<file path="config.mk">
export PLATFORM = sky130hd
export DESIGN_NAME = rf_remote_pulse_decoder
export DESIGN_NICKNAME = d
export VERILOG_FILES = /design/src/design/rfpd_pkg.sv /design/src/design/rf_remote_pulse_decoder.sv /design/src/design/rfpd_key_match.sv
export VERILOG_INCLUDE_DIRS = /design/src /design/src/design
export SDC_FILE = /design/constraint.sdc
export NUM_CORES = 1
export LEC_CHECK = 0
export ABC_AREA = 1
export BUFFER_PORTS_ARGS = -buffer_cell sky130_fd_sc_hd__buf_2
export CAP_MARGIN = 20
export CORE_MARGIN = 5
export CORE_UTILIZATION = 30
export CTS_CLUSTER_SIZE = 20
export DETAILED_ROUTE_END_ITERATION = 6
export PLACE_DENSITY_LB_ADDON = 0.2
export SLEW_MARGIN = 40
export SYNTH_ARGS = -nofsm -noshare
export SYNTH_HDL_FRONTEND = slang
export SYNTH_SLANG_ARGS = --single-unit
</file>
<file path="constraint.sdc">
create_clock -name clk -period 3.2 [get_ports clk]
set_clock_uncertainty 0.2 [all_clocks]
set_input_delay 0.48 -clock clk [delete_from_list [all_inputs] [get_ports clk]]
set_output_delay 0.48 -clock clk [all_outputs]
set_load 0.1 [all_outputs]
</file>
<file path="src/design/rf_remote_pulse_decoder_assert.svh">
// Assertion macros used by the remote pulse decoder RTL.
`ifndef RF_REMOTE_PULSE_DECODER_ASSERT_SVH
`define RF_REMOTE_PULSE_DECODER_ASSERT_SVH

// Same-cycle implication, disabled while reset is asserted.
`define RFPD_ASSERT_NOW(label, clk, rst_n, ante, cons) \
	label: assert property (@(posedge clk) disable iff (!(rst_n)) (ante) |-> (cons)) \
		else $error("rfpd assertion failed");

// Next-cycle implication, disabled while reset is asserted.
`define RFPD_ASSERT_NEXT(label, clk, rst_n, ante, cons) \
	label: assert property (@(posedge clk) disable iff (!(rst_n)) (ante) |=> (cons)) \
		else $error("rfpd assertion failed");

`endif

</file>
<file path="src/design/rfpd_pkg.sv">
// Types, constants and codes of the remote pulse decoder.
`default_nettype none
package rfpd_pkg;

	localparam int FRAME_BITS = 24;
	localparam int WORD_W     = 24;
	localparam int TICK_W     = 16;
	localparam int IDX_W      = 5;
	localparam int CFG_IDX_W  = 3;
	localparam int CFG_DATA_W = 24;

	localparam logic [WORD_W-1:0] WORD_ONES = {WORD_W{1'b1}};

	typedef enum logic [1:0] {
		OP_TICK = 2'd0,
		OP_EDGE = 2'd1,
		OP_POLL = 2'd2
	} opcode_t;

	typedef enum logic [1:0] {
		KEY_UP   = 2'd0,
		KEY_OK   = 2'd1,
		KEY_DOWN = 2'd2
	} key_code_t;

	localparam logic [CFG_IDX_W-1:0] REG_SYNC_MIN      = 3'd0;
	localparam logic [CFG_IDX_W-1:0] REG_SYNC_MAX      = 3'd1;
	localparam logic [CFG_IDX_W-1:0] REG_BIT_THRESHOLD = 3'd2;
	localparam logic [CFG_IDX_W-1:0] REG_RELEASE_TICKS = 3'd3;
	localparam logic [CFG_IDX_W-1:0] REG_CODE_UP       = 3'd4;
	localparam logic [CFG_IDX_W-1:0] REG_CODE_OK       = 3'd5;
	localparam logic [CFG_IDX_W-1:0] REG_CODE_DOWN     = 3'd6;

	typedef struct packed {
		logic [1:0] opcode;
		logic       pin_level;
	} evt_t;

	typedef struct packed {
		logic              frame_valid;
		logic [WORD_W-1:0] frame_word;
		logic              key_valid;
		logic [1:0]        key_code;
	} res_t;

	typedef struct packed {
		logic      hit;
		key_code_t code;
	} key_match_t;

endpackage
`default_nettype wire

</file>
<file path="src/design/rf_remote_pulse_decoder.sv">
// Top level of the 24-bit pulse-width remote frame decoder.
//
//  channel  direction  payload        handshake
//  evt      in         rfpd_pkg::evt_t evt_valid / evt_stall
//  res      out        rfpd_pkg::res_t res_valid / res_stall
//  cfg      in         cfg_index/data  cfg_we, no wait
//
// Each event passes through the input register and then the result register;
// one event per cycle is sustained while the result is not stalled. The rate
// is set by the single decoder state update done as an event leaves the
// input register. Every event yields exactly one result transfer.
// A stalled result holds; the input register keeps taking events until it
// is full behind a stalled result. Reset clears all decoder state and loads
// the register defaults; there is no clearing pass.
`default_nettype none
`include "rf_remote_pulse_decoder_assert.svh"
module rf_remote_pulse_decoder (
	input  wire logic                              clk,
	input  wire logic                              arst_n,
	input  wire logic                              evt_valid,
	output logic                                   evt_stall,
	input  wire rfpd_pkg::evt_t                    evt,
	output logic                                   res_valid,
	input  wire logic                              res_stall,
	output rfpd_pkg::res_t                         res,
	input  wire logic                              cfg_we,
	input  wire logic [rfpd_pkg::CFG_IDX_W-1:0]    cfg_index,
	input  wire logic [rfpd_pkg::CFG_DATA_W-1:0]   cfg_data
);

	localparam int TW = rfpd_pkg::TICK_W;
	localparam int WW = rfpd_pkg::WORD_W;
	localparam int IW = rfpd_pkg::IDX_W;

	// Configuration registers
	logic [TW-1:0] sync_min_q, sync_max_q, bit_threshold_q, release_ticks_q;
	logic [WW-1:0] code_up_q, code_ok_q, code_down_q;

	// Decoder state
	logic [TW-1:0] interval_ticks_q, release_count_q;
	logic          receiving_q, frame_ready_q, key_lock_q;
	logic [IW-1:0] bit_index_q;
	logic [WW-1:0] frame_bits_q;

	// Input and result registers
	logic           evt_valid_s1;
	rfpd_pkg::evt_t evt_s1;
	logic           res_valid_q;
	rfpd_pkg::res_t res_q;

	logic advance;

	// Next-state values
	logic [TW-1:0] interval_ticks_d, release_count_d;
	logic          receiving_d, frame_ready_d, key_lock_d;
	logic [IW-1:0] bit_index_d, bit_index_inc;
	logic [WW-1:0] frame_bits_d, bit_mask;
	rfpd_pkg::res_t res_d;
	logic           key_grant;

	rfpd_pkg::key_match_t match;

	// Advance the input register when the result register is free or draining.
	assign advance   = evt_valid_s1 && (!res_valid_q || !res_stall);
	assign evt_stall = evt_valid_s1 && !advance;
	assign res_valid = res_valid_q;
	assign res       = res_q;

	rfpd_key_match u_match (
		.word      (frame_bits_q),
		.code_up   (code_up_q),
		.code_ok   (code_ok_q),
		.code_down (code_down_q),
		.match     (match)
	);

	assign bit_index_inc = bit_index_q + 1'b1;
	assign bit_mask      = WW'(1) << bit_index_q;
	assign key_grant     = match.hit && !key_lock_q;

	always_comb begin
		interval_ticks_d = interval_ticks_q;
		release_count_d  = release_count_q;
		receiving_d      = receiving_q;
		frame_ready_d    = frame_ready_q;
		key_lock_d       = key_lock_q;
		bit_index_d      = bit_index_q;
		frame_bits_d     = frame_bits_q;
		res_d            = '0;
		case (evt_s1.opcode)
			rfpd_pkg::OP_TICK: begin
				// Saturate the interval counter; count towards lock release.
				if (interval_ticks_q != {TW{1'b1}}) begin
					interval_ticks_d = interval_ticks_q + 1'b1;
				end
				if (release_count_q >= release_ticks_q) begin
					release_count_d = release_ticks_q;
					key_lock_d      = 1'b0;
				end else begin
					release_count_d = release_count_q + 1'b1;
				end
			end
			rfpd_pkg::OP_EDGE: begin
				// A held frame freezes the receiver until polled.
				if (!frame_ready_q) begin
					interval_ticks_d = '0;
					if (evt_s1.pin_level) begin
						if (!receiving_q) begin
							// Sync window: min inclusive, max exclusive.
							receiving_d  = (interval_ticks_q >= sync_min_q) &&
							               (interval_ticks_q < sync_max_q);
							bit_index_d  = '0;
							frame_bits_d = '0;
						end else begin
							if (32'(bit_index_q) < WW) begin
								if (interval_ticks_q > bit_threshold_q) begin
									frame_bits_d = frame_bits_q | bit_mask;
								end else begin
									frame_bits_d = frame_bits_q & ~bit_mask;
								end
							end
							bit_index_d = bit_index_inc;
							if (bit_index_inc == '0 ||
							    32'(bit_index_inc) >= rfpd_pkg::FRAME_BITS) begin
								frame_ready_d = 1'b1;
								bit_index_d   = '0;
								receiving_d   = 1'b0;
							end
							release_count_d = '0;
						end
					end
				end
			end
			rfpd_pkg::OP_POLL: begin
				// Release the held frame and try it against the key codes.
				if (frame_ready_q) begin
					frame_ready_d     = 1'b0;
					res_d.frame_valid = 1'b1;
					res_d.frame_word  = frame_bits_q;
					if (key_grant) begin
						key_lock_d      = 1'b1;
						res_d.key_valid = 1'b1;
						res_d.key_code  = match.code;
					end
				end
			end
			default: begin
				// Unused opcode: drop, empty result.
			end
		endcase
	end

	// Configuration writes
	always_ff @(posedge clk or negedge arst_n) begin
		if (!arst_n) begin
			sync_min_q      <= TW'(110);
			sync_max_q      <= TW'(130);
			bit_threshold_q <= TW'(7);
			release_ticks_q <= TW'(500);
			code_up_q       <= '0;
			code_ok_q       <= '0;
			code_down_q     <= '0;
		end else if (cfg_we) begin
			case (cfg_index)
				rfpd_pkg::REG_SYNC_MIN:      sync_min_q      <= cfg_data[TW-1:0];
				rfpd_pkg::REG_SYNC_MAX:      sync_max_q      <= cfg_data[TW-1:0];
				rfpd_pkg::REG_BIT_THRESHOLD: bit_threshold_q <= cfg_data[TW-1:0];
				rfpd_pkg::REG_RELEASE_TICKS: release_ticks_q <= cfg_data[TW-1:0];
				rfpd_pkg::REG_CODE_UP:       code_up_q       <= cfg_data[WW-1:0];
				rfpd_pkg::REG_CODE_OK:       code_ok_q       <= cfg_data[WW-1:0];
				rfpd_pkg::REG_CODE_DOWN:     code_down_q     <= cfg_data[WW-1:0];
				default: begin
				end
			endcase
		end
	end

	// Input register: hold while stalled, otherwise take the next transfer.
	always_ff @(posedge clk or negedge arst_n) begin
		if (!arst_n) begin
			evt_valid_s1 <= 1'b0;
		end else if (!evt_stall) begin
			evt_valid_s1 <= evt_valid;
		end
	end

	always_ff @(posedge clk) begin
		if (!evt_stall) begin
			evt_s1 <= evt;
		end
	end

	// Decoder state and result register
	always_ff @(posedge clk or negedge arst_n) begin
		if (!arst_n) begin
			interval_ticks_q <= '0;
			release_count_q  <= '0;
			receiving_q      <= 1'b0;
			frame_ready_q    <= 1'b0;
			key_lock_q       <= 1'b0;
			bit_index_q      <= '0;
			frame_bits_q     <= '0;
			res_valid_q      <= 1'b0;
		end else begin
			if (advance) begin
				interval_ticks_q <= interval_ticks_d;
				release_count_q  <= release_count_d;
				receiving_q      <= receiving_d;
				frame_ready_q    <= frame_ready_d;
				key_lock_q       <= key_lock_d;
				bit_index_q      <= bit_index_d;
				frame_bits_q     <= frame_bits_d;
				res_valid_q      <= 1'b1;
			end else if (!res_stall) begin
				res_valid_q <= 1'b0;
			end
		end
	end

	always_ff @(posedge clk) begin
		if (advance) begin
			res_q <= res_d;
		end
	end

	`RFPD_ASSERT_NOW(a_stall_needs_item, clk, arst_n, evt_stall, evt_valid_s1)
	`RFPD_ASSERT_NOW(a_held_not_receiving, clk, arst_n, frame_ready_q, !receiving_q)
	`RFPD_ASSERT_NOW(a_index_only_receiving, clk, arst_n, bit_index_q != '0, receiving_q)
	`RFPD_ASSERT_NEXT(a_key_sets_lock, clk, arst_n,
		advance && evt_s1.opcode == rfpd_pkg::OP_POLL && frame_ready_q && key_grant,
		key_lock_q && res_valid_q && res_q.key_valid && res_q.frame_valid)

endmodule
`default_nettype wire

</file>
<file path="src/design/rfpd_key_match.sv">
// Key code matcher: compares a released frame word with the three key codes.
`default_nettype none
module rfpd_key_match (
	input  wire logic [rfpd_pkg::WORD_W-1:0] word,
	input  wire logic [rfpd_pkg::WORD_W-1:0] code_up,
	input  wire logic [rfpd_pkg::WORD_W-1:0] code_ok,
	input  wire logic [rfpd_pkg::WORD_W-1:0] code_down,
	output rfpd_pkg::key_match_t             match
);

	logic trivial;

	// All-ones and all-zero words never carry a key.
	assign trivial = (word == rfpd_pkg::WORD_ONES) || (word == '0);

	always_comb begin
		match.hit  = 1'b0;
		match.code = rfpd_pkg::KEY_UP;
		if (!trivial) begin
			// Up takes priority over ok, ok over down.
			if (word == code_up) begin
				match.hit  = 1'b1;
				match.code = rfpd_pkg::KEY_UP;
			end else if (word == code_ok) begin
				match.hit  = 1'b1;
				match.code = rfpd_pkg::KEY_OK;
			end else if (word == code_down) begin
				match.hit  = 1'b1;
				match.code = rfpd_pkg::KEY_DOWN;
			end
		end
	end

endmodule
`default_nettype wire
</file>
==> results of run 1 <==
-- worst max-delay path by stage --
stage | startpoint | end | slack, ns
2_1_floorplan | res_valid$_DFFE_PN0P_ | evt_s1[0]$_DFFE_PN_ | 0.48
3_3_place_gp | evt_s1[2]$_DFFE_PN_ | interval_ticks_q[8]$_DFFE_PN0P_ | 0.66
3_5_place_dp | evt_s1[2]$_DFFE_PN_ | release_count_q[15]$_DFFE_PN0P_ | 0.62
4_1_cts | evt_s1[2]$_DFFE_PN_ | release_count_q[12]$_DFFE_PN0P_ | 0.59
5_1_grt | evt_s1[2]$_DFFE_PN_ | frame_bits_q[22]$_DFFE_PN0P_ | 0.34
6_report | evt_s1[2]$_DFFE_PN_ | release_count_q[12]$_DFFE_PN0P_ | 0.58
-- tightest hold or removal path: cells and delay by family --
| family | cells | cell delay (ns) |
|---|---|---|
| AO/OA/AOI/OAI | 1 | 0.08 |
| buffers and inverters | 2 | 0.17 |
-- report_power, final --
group | switching (mW) | internal (mW) | leakage [nW]
Combinational | 2.09 | 1.15 | 3.98
Clock | 1.28 | 1.80 | 0.427
Sequential | 0.649 | 3.61 | 2.86
Total | 4.02 | 6.55 | 7.27
-- cell usage in the layout (no fill, tap or decap), types with 7 or more instances in the layout --
cell           instances
o21ai_0              171
dfrtp_1              186
buf_4                 14
dfstp_2               16
edfxtp_1              31
nor2_1               155
buf_2                 63
a21oi_1               52
nand3_1               39
clkbuf_1              10
nand2_1              540
nor3_1                30
clkbuf_8               7
xor2_1                32
o211ai_1              10
clkbuf_16             29
nand4_1               25
dlygate4sd3_1          7
ha_1                  75
inv_1                235
-- cells by family (layout without fill, tap and decap cells) --
group,Yosys count,in the layout
simple gates,812,812
buf+inv,293,380
compound gates,248,248
flops,233,233
fa+ha+maj,75,75
xor+xnor,34,34
-- metal layers --
| layer | track usage, % | up-vias |
|---|---|---|
| met4 | 4.02 | 0 |
| met3 | 2.35 | 59 |
| met1 | 21.1 | 4963 |
| met5 | 0 | - |
| met2 | 25.8 | 174 |
| li1 | - | 5490 |
-- sequential cells by signal, summed over array words and instances (netlist names), 24 cells and up --
signal,flops
code_down_q,24
code_ok_q,24
code_up_q,24
frame_bits_q,24
res,28
-- through the flow --
step	power [mW]	area, um^2	util [%]
global placement	7.49	14000	32.5
finish	10.6	14900	34.8
floorplan	6.52	12900	-
global route	11.4	14900	34.8
CTS	10.7	14900	34.8
detailed placement	7.54	14000	32.5
-- timing repair --
item,in CTS,in global routing
resized for setup,0,0
hold buffers,7,0
endpoints found under the hold margin,67,0
-- cell type report --
| cell class | count | share of cell area (%) |
|---|---|---|
| Sequential cell | 233 | 40.3 |
| Tap cell | 585 | 4.91 |
| Multi-Input combinational cell | 1169 | 39.1 |
| Inverter | 240 | 6.04 |
| Timing Repair Buffer | 88 | 3.79 |
| Clock inverter | 7 | 0.243 |
| Clock buffer | 45 | 5.67 |
==> impl_metrics.toml, run 1 <==
[outcome]
status = "finished, final reports clean"

[floorplanning]
core_area_um2 = 42900
dieHeight_um = 218
floorplan.initialDensity_pct = 30.2
rows = 76
ios = 65
die_x_um = 218
fp.dieArea_um2 = 47400

[routing]
routed_wl_um = 36500
via_count = 10700
dr.pass1.iters = 5
drc = 0
via_per_inst = 4.51
wl_met2_um = 16900
met1_length_um = 17300
first_iter_violations = 734
wire_per_inst_um = 15.4
highest_layer = "met4"
wl_met3_um = 1360
detail-route-antenna-nets = 0

[worst_setup_path]
cp_slowest_cell = "edfxtp_1"
cp.arrival_ns = 2.84
slowest_delay_ns = 0.39
crit_fanout = 11
worstSetupEndpointType = "flip-flop"
reg2reg_depth = 10
critical_path.most_common_cell = "inv_1"
cp-start-kind = "flip-flop"
r2r-start = "evt_s1[2]$_DFFE_PN_"
critPathTopFamily = "simple AND/OR/NAND/NOR gates"
path_depth = 10
crit_buf_inv = 4
crit_chain = "inv_1 > ha_1 > inv_2 > nor3_2 > nand2_1 > nor2_4 > nor2_1 > buf_4 > inv_1 > o21ai_0"
regToRegSetupSlack_ns = 0.58
cp.required_ns = 3.42
worstReg2RegEnd = "release_count_q[12]$_DFFE_PN0P_"
worstSetupPathType = "flip-flop to flip-flop"

[synthesis]
synth_compound_area_share_pct = 9.99
synthAdderAreaFrac_pct = 7.25
mappedNetlistNets = 1805
synth_area_um2 = 12900
ys_warn_count = 0
ys.flop_type = "dfrtp_1"
yosysTopAreaCell = "dfrtp_1"
ys_seq_elements = 233
synth_top_cell_area_share_pct = 35.9
avgSynthCellArea_um2 = 7.64
yosysMostFrequentCell = "nand2_1"
synth_top_family_by_area = "simple AND/OR/NAND/NOR gates"
ys_top_cells_by_area = "dfrtp_1 (36%), nand2_1 (16%), ha_1 (7.2%)"
synth.yosys.seq_area_share_pct = 46.4
yosys-top-cells-count = "nand2_1 (541), inv_1 (235), dfrtp_1 (186)"
syn_inst = 1695
synth_xor_area_share_pct = 2.30
synth_cell_type_count = 38
synthMuxAreaShare_pct = 0
synth-async-reset-ratio_pct = 86.7
yosys.area_share.simple_pct = 25.4
synth_edf_count = 31

[timing]
drv_slew = 0
setup_violations = 0
fin_crit_sh_pct = 82.0
slew_headroom_pct = 56.7
period_needed_ns = 2.62
setup_ws_ns = 0.576
hold_slack_ns = 0.0323
worst_pin_slew_ns = 0.650
final.setup.tns_ns = 0
finalHoldViolCount = 0
fmax_mhz = 381
rsz0062_at_grt = "no"

[global_route]
grt_max_degree = 69
overflow = 0
grtUsageTotal_pct = 15.4
grt_pass1_wl_um = 58500
grt_pass1_vias = 10500
antenna_found_initial = 2

[layout]
areaGrowthSynthToFinish_pct = 15.1
antenna_cells = 0
multi_input_area_um2 = 5820
finalNonFillerCells = 2367
seq_area_um2 = 6010
nets = 1870
drive_above_1_share_pct = 8.64
nFillCells = 4580

[cts]
clockRootBuffer = "clkbuf_16"
cts_tree = "built"
ctsHtreeMaxLevel = 1
clk_latency_ns = 0.55
cts_inserted_buffers = 28
clock_sinks = 233
clkTransAtPathRegs_ns = 0.07
cts_setup_buffers = 0
cts_buffer_depth = 3

[pwr]
p_per_area_nw_per_um2 = 709
p_leak_nw = 7.27
ir_worst_vdd_v = 0.000391

[placed_design]
port_buffers = 64
pre_cts_ws_ns = 0.618
routabilityCongestion = 0.828
hpwl_um = 26300
post-place-cells = 2308

[run]
drv_cap = 0

[hold_path]
hold_path_depth = 3
hold_end = "code_ok_q[22]$_DFFE_PN0P_"
hold_class = "input pin to flip-flop"
min-delay-start = "cfg_data[22]"
Power figures use the tool's default switching activity.
==> run 2, diff against run 1 <==
Settings changed: ABC_AREA 1 to 0.
Clock period 3.2 ns to 2.3 ns, I/O delays scaled along.
==> run 2 against run 1 <==
  * The flow now finishes with violations (setup timing)
  * Wire length grew 2.5%
  * Sequential power increased by 25%
  * Synthesized cell count is 29% lower
  * Largest power group unchanged
==> impl_metrics.toml, run 2 <==
[timing]
setup_ws_ns = -0.182
fmax_mhz = 403
slew_headroom_pct = 66.1
worst_pin_slew_ns = 0.512
finalHoldViolCount = 0
final.setup.tns_ns = -5.51
drv_slew = 0
period_needed_ns = 2.48
rsz0062_at_grt = "yes"
fin_crit_sh_pct = 108
setup_violations = 41

[cts]
clock_sinks = 233
cts_buffer_depth = 3
clkTransAtPathRegs_ns = 0.06
cts_inserted_buffers = 29
cts_tree = "built"
ctsHtreeMaxLevel = 1
clockRootBuffer = "clkbuf_16"
clk_latency_ns = 0.58

[synthesis]
yosysMostFrequentCell = "dfrtp_1"
synth_cell_type_count = 67
synth.yosys.seq_area_share_pct = 47.6
syn_inst = 1195
synth-async-reset-ratio_pct = 86.7
ys_top_cells_by_area = "dfrtp_1 (37%), mux2_2 (8.1%), ha_1 (7.4%)"
ys_warn_count = 0
synth_edf_count = 31
mappedNetlistNets = 1305
ys.flop_type = "dfrtp_1"
yosysTopAreaCell = "dfrtp_1"
yosys-top-cells-count = "dfrtp_1 (186), o21ai_0 (106), nand2_1 (99)"
avgSynthCellArea_um2 = 10.6
ys_seq_elements = 233
synth_area_um2 = 12600
synth_top_cell_area_share_pct = 36.9

[global_route]
grtUsageTotal_pct = 16.0
overflow = 0
antenna_found_initial = 0
grt_pass1_vias = 9816
grt_pass1_wl_um = 59200
grt_max_degree = 51

[worst_setup_path]
crit_chain = "inv_2 > ha_4 > a211oi_2 > o21ai_1 > a221o_1 > a31oi_4 > buf_6 > clkbuf_16 > mux2i_1 > o22ai_1"
cp.arrival_ns = 2.73
cp-start-kind = "flip-flop"
cp_slowest_cell = "dfstp_2"
worstSetupEndpointType = "flip-flop"
critPathTopFamily = "compound AO/OA/AOI/OAI gates"
worstSetupPathType = "flip-flop to flip-flop"
worstReg2RegEnd = "release_count_q[10]$_DFFE_PN0P_"
slowest_delay_ns = 0.54
crit_fanout = 5
reg2reg_depth = 10
crit_buf_inv = 3
r2r-start = "release_ticks_q[8]$_DFFE_PN1P_"
regToRegSetupSlack_ns = -0.18
cp.required_ns = 2.54

[layout]
final_common_cell = "dfrtp_1"
post-route-util_pct = 38.8
nets = 1489
largest_reg_flops = 28
layout_common_cells = "dfrtp_1 (180), buf_4 (114), o21ai_0 (100)"
drive_above_1_share_pct = 30.9
areaGrowthSynthToFinish_pct = 28.2

[outcome]
violations = "setup timing"
status = "complete, but fails checks"

[pwr]
ir_worst_vdd_v = 0.000532
p_leak_nw = 7.38
power_mw = 14.0
p_per_area_nw_per_um2 = 862

[floorplanning]
fp.dieArea_um2 = 46300
core_area_um2 = 41800
die_x_um = 215
ios = 65
dieHeight_um = 215
rows = 75
floorplan.initialDensity_pct = 30.2

[routing]
detail-route-antenna-nets = 0
routed_wl_um = 37500
drc = 0
via_count = 9658
wire_per_inst_um = 19.3
dr.pass1.iters = 5
via_per_inst = 4.98
first_iter_violations = 659

[placed_design]
routabilityCongestion = 0.811
pre_cts_ws_ns = -0.224
port_buffers = 64
hpwl_um = 26400

[hold_path]
min-delay-start = "cfg_index[1]"
hold_end = "sync_max_q[0]$_DFFE_PN0P_"
hold_path_depth = 3
hold_class = "input pin to flip-flop"

[run]
drv_cap = 0
## run 2: cell types whose count changed in the layout (fill, tap and decap cells not counted), sizes merged, moves of 31 or more
cell / previous run / this run
a21oi: 52 / 21
a31oi: 1 / 38
and3: 0 / 33
buf: 80 / 195
inv: 238 / 85
mux2: 0 / 91
nand2: 544 / 99
nor2: 160 / 35
o21ai: 172 / 111
xnor2: 2 / 48
## run 2: kinds of logic after synthesis
| group | after synthesis | synth area share, % |
|---|---|---|
| simple gates | 292 | 11.7 |
| compound gates | 251 | 13.4 |
| flops | 233 | 47.6 |
| buf+inv | 161 | 5.16 |
| mux | 110 | 9.62 |
| fa+ha+maj | 75 | 7.43 |
| xor+xnor | 73 | 5.06 |
## run 2: worst max-delay path by stage
stage / start / endpoint / slack (ns) / cells past startpoint
after floorplan: bit_threshold_q[1]$_DFFE_PN1P_ / frame_bits_q[23]$_DFFE_PN0P_ / -0.03 / 9
after global placement: bit_threshold_q[1]$_DFFE_PN1P_ / frame_bits_q[4]$_DFFE_PN0P_ / -0.19 / 10
after detailed placement: bit_threshold_q[1]$_DFFE_PN1P_ / frame_bits_q[1]$_DFFE_PN0P_ / -0.22 / 10
after CTS: bit_threshold_q[1]$_DFFE_PN1P_ / frame_bits_q[17]$_DFFE_PN0P_ / -0.16 / 10
after global routing: bit_threshold_q[1]$_DFFE_PN1P_ / frame_bits_q[19]$_DFFE_PN0P_ / -0.26 / 10
final: release_ticks_q[8]$_DFFE_PN1P_ / release_count_q[10]$_DFFE_PN0P_ / -0.18 / 10
## run 2: cell type report
| class | instances | area, um^2 |
|---|---|---|
| antenna | 1 | 2.50 |
| clock buffer | 35 | 788 |
| clock inverter | 18 | 239 |
| fill | 4038 | 25600 |
| inverter | 85 | 329 |
| multi-input combinational | 801 | 6270 |
| sequential | 233 | 6020 |
| tap | 539 | 674 |
| timing repair buffer | 229 | 1870 |
## run 2: layer usage
metal,share of wire [%],global-route usage (%),wire length [um]
met2,48,26.4,17800
met1,47,22.4,17600
met4,2.4,3.90,894
met3,3.0,2.32,1140
met5,0,0,0
## run 2: where the power goes
part / total (mW) / switching, mW / internal (mW)
sequential: 5.34 / 0.426 / 4.92
clock: 4.90 / 1.89 / 3.00
combinational: 3.72 / 1.94 / 1.78
total: 14.0 / 4.26 / 9.70
## run 2: worst reg2reg max path, cell delays in order (launching register included)
cell	delay, ns
dfstp_2	0.54
inv_2	0.04
ha_4	0.15
a211oi_2	0.18
o21ai_1	0.08
a221o_1	0.36
a31oi_4	0.24
buf_6	0.15
clkbuf_16	0.14
mux2i_1	0.19
o22ai_1	0.08
## run 2: timing repair
item | in CTS | in global routing
endpoints found under the setup margin | 49 | 56
hold buffers | 30 | 0
setup buffers | 1 | 6
cloned | 2 | 2
endpoints found under the hold margin | 262 | 0
resized for setup | 21 | 43
pin swaps | 4 | 22
## run 2: per-stage QoR
| stage | hold WS (ns) | area (um^2) | instances |
|---|---|---|---|
| 6_report | 0.0562 | 16200 | 1941 |
| 5_1_grt | 0.0601 | 16200 | 1940 |
| 4_1_cts | 0.0259 | 15900 | 1933 |
| 3_5_place_dp | 0.145 | 14500 | 1847 |
| 3_3_place_gp | 0.137 | 14500 | 1847 |
| 2_1_floorplan | -0.151 | 12700 | 1195 |
==> run 3, diff against run 2 <==
Settings changed: SYNTH_HIERARCHICAL set to 1.
==> run 3 against run 2 <==
  * The run still ends with setup timing left
  * Highest routed layer unchanged
  * Area after synthesis down 0.28%
  * Largest power group unchanged
  * Via count is 0.59% higher
  * Setup slack better by 0.013 ns
==> impl_metrics.toml, run 3 <==
[hold_path]
hold_class = "input pin to flip-flop"

[timing]
rsz0062_at_grt = "yes"
worst_pin_slew_ns = 0.535
fmax_mhz = 405
final.setup.tns_ns = -3.34
setup_ws_ns = -0.170
hold_slack_ns = 0.0663
slew_headroom_pct = 64.0
drv_slew = 0
finalHoldViolCount = 0
setup_violations = 41
fin_crit_sh_pct = 107
period_needed_ns = 2.47

[cts]
cts_buffer_depth = 3
ctsHtreeMaxLevel = 1
cts_inserted_buffers = 29
cts_tree = "built"
clockRootBuffer = "clkbuf_16"
clk_latency_ns = 0.56
clkTransAtPathRegs_ns = 0.06
clock_sinks = 233

[placed_design]
placed_area_um2 = 14500
pre_cts_ws_ns = -0.422
hpwl_um = 27600
post-place-cells = 1880
port_buffers = 64
routabilityCongestion = 0.827

[routing]
via_per_inst = 4.93
wl_met2_um = 18300
routed_wl_um = 38300
dr.pass1.iters = 5
highest_layer = "met4"
wire_per_inst_um = 19.4
detail-route-antenna-nets = 0
met1_length_um = 18000
drc = 0
wl_met3_um = 1330
via_count = 9715
first_iter_violations = 590

[floorplanning]
floorplan.initialDensity_pct = 30.2
rows = 75
dieHeight_um = 215
fp.dieArea_um2 = 46200
core_area_um2 = 41800
die_x_um = 215
ios = 65

[outcome]
violations = "setup timing"
status = "complete, but fails checks"

[synthesis]
synth_cell_type_count = 66
yosysMostFrequentCell = "dfrtp_1"
synth_top_cell_area_share_pct = 37.0
synth.yosys.seq_area_share_pct = 47.7
ys.flop_type = "dfrtp_1"
synth-async-reset-ratio_pct = 86.7
syn_inst = 1189
avgSynthCellArea_um2 = 10.6
synth_edf_count = 31
ys_top_cells_by_area = "dfrtp_1 (37%), mux2_2 (8.1%), ha_1 (7.5%)"
ys_seq_elements = 233
ys_warn_count = 6
yosys-top-cells-count = "dfrtp_1 (186), o21ai_0 (121), nand2_1 (99)"
yosysTopAreaCell = "dfrtp_1"
synth_area_um2 = 12600
mappedNetlistNets = 1299

[layout]
antenna_cells = 0
drive_above_1_share_pct = 34.4
largest_reg_flops = 28
areaGrowthSynthToFinish_pct = 31.2
post-route-util_pct = 39.6
finalNonFillerCells = 1972
final_common_cell = "dfrtp_1"
layout_common_cells = "dfrtp_1 (179), buf_4 (147), nand2_1 (98)"
design_area_um2 = 16500
nets = 1521

[global_route]
antenna_found_initial = 0
grt_pass1_vias = 10000
grt_pass1_wl_um = 59900
grt_max_degree = 50
grtUsageTotal_pct = 16.3
overflow = 0

[pwr]
p_per_area_nw_per_um2 = 842
power_mw = 13.9
ir_worst_vdd_v = 0.000539
p_leak_nw = 7.37

[worst_setup_path]
regToRegSetupSlack_ns = -0.17
worstSetupPathType = "flip-flop to flip-flop"
cp-start-kind = "flip-flop"
crit_fanout = 6
cp.required_ns = 2.55
worstSetupEndpointType = "flip-flop"
cp.arrival_ns = 2.72

[run]
drv_cap = 0
[run 3: changes by cell type in the layout (fill, tap and decap cells not counted), moves of 7 or more]
cell	before	now
o22ai_1	14	3
xnor2_2	4	11
nor2_1	33	23
buf_4	114	147
o21ai_2	2	20
buf_6	3	11
o21ai_0	100	92
nand3_1	21	39
mux2i_1	18	8
inv_1	79	69
a31oi_1	36	12
a21oi_1	19	37
o41ai_2	15	0
[run 3: layout make-up]
class,instances,area [um^2]
Multi-Input combinational cell,808,6430
Inverter,76,285
Clock buffer,41,821
Clock inverter,12,219
Timing Repair Buffer,263,2070
Sequential cell,233,6010
Fill cell,4018,25200
Tap cell,539,674
[run 3: kinds of logic after synthesis]
kind of cell	share of synthesized area, %
muxes	8.93
DFF	47.7
adders and majority gates	7.45
xor gates and xnor gates	5.90
and+or+nand+nor	13.2
AOI/OAI and AO/OA	11.3
buffers and inverters	5.49
[run 3: critical path, stage by stage, from the launching register on]
cell,delay (ns)
dfstp_2,0.54
inv_2,0.05
ha_4,0.24
and4_1,0.17
nand2_2,0.06
or4_4,0.43
o211ai_4,0.14
buf_6,0.17
a21oi_2,0.03
a311o_1,0.31
[run 3: final timing paths]
check	start	to	cells past startpoint
min in group asynchronous	arst_n	res_valid$_DFFE_PN0P_	2
hold / removal	cfg_data[0]	sync_max_q[0]$_DFFE_PN0P_	2
setup / recovery	release_ticks_q[8]$_DFFE_PN1P_	release_count_q[9]$_DFFE_PN0P_	9
setup reg to reg	release_ticks_q[8]$_DFFE_PN1P_	release_count_q[9]$_DFFE_PN0P_	9
hold reg to reg	evt_valid_s1$_DFFE_PN0N_	res_valid$_DFFE_PN0P_	1
max in group asynchronous	arst_n	sync_min_q[5]$_DFFE_PN1P_	3
[run 3: power breakdown]
group / leakage [nW] / total (mW) / internal (mW) / switching (mW)
combinational: 4.05 / 3.58 / 1.73 / 1.84
clock: 0.499 / 5.01 / 3.15 / 1.87
sequential: 2.82 / 5.33 / 4.89 / 0.437
[run 3: what timing repair did]
action	CTS	global route
buffers inserted	5	4
endpoints found under the setup margin	48	58
hold buffers	30	0
pin swaps	14	30
gates cloned	1	0
endpoints found under the hold margin	221	0
resized for setup	85	59
[run 3: layer usage]
metal,vias up,GRT usage [%]
met2,166,27.3
met1,4824,22.6
met5,-,0
li1,4676,-
met4,0,3.61
met3,49,2.24
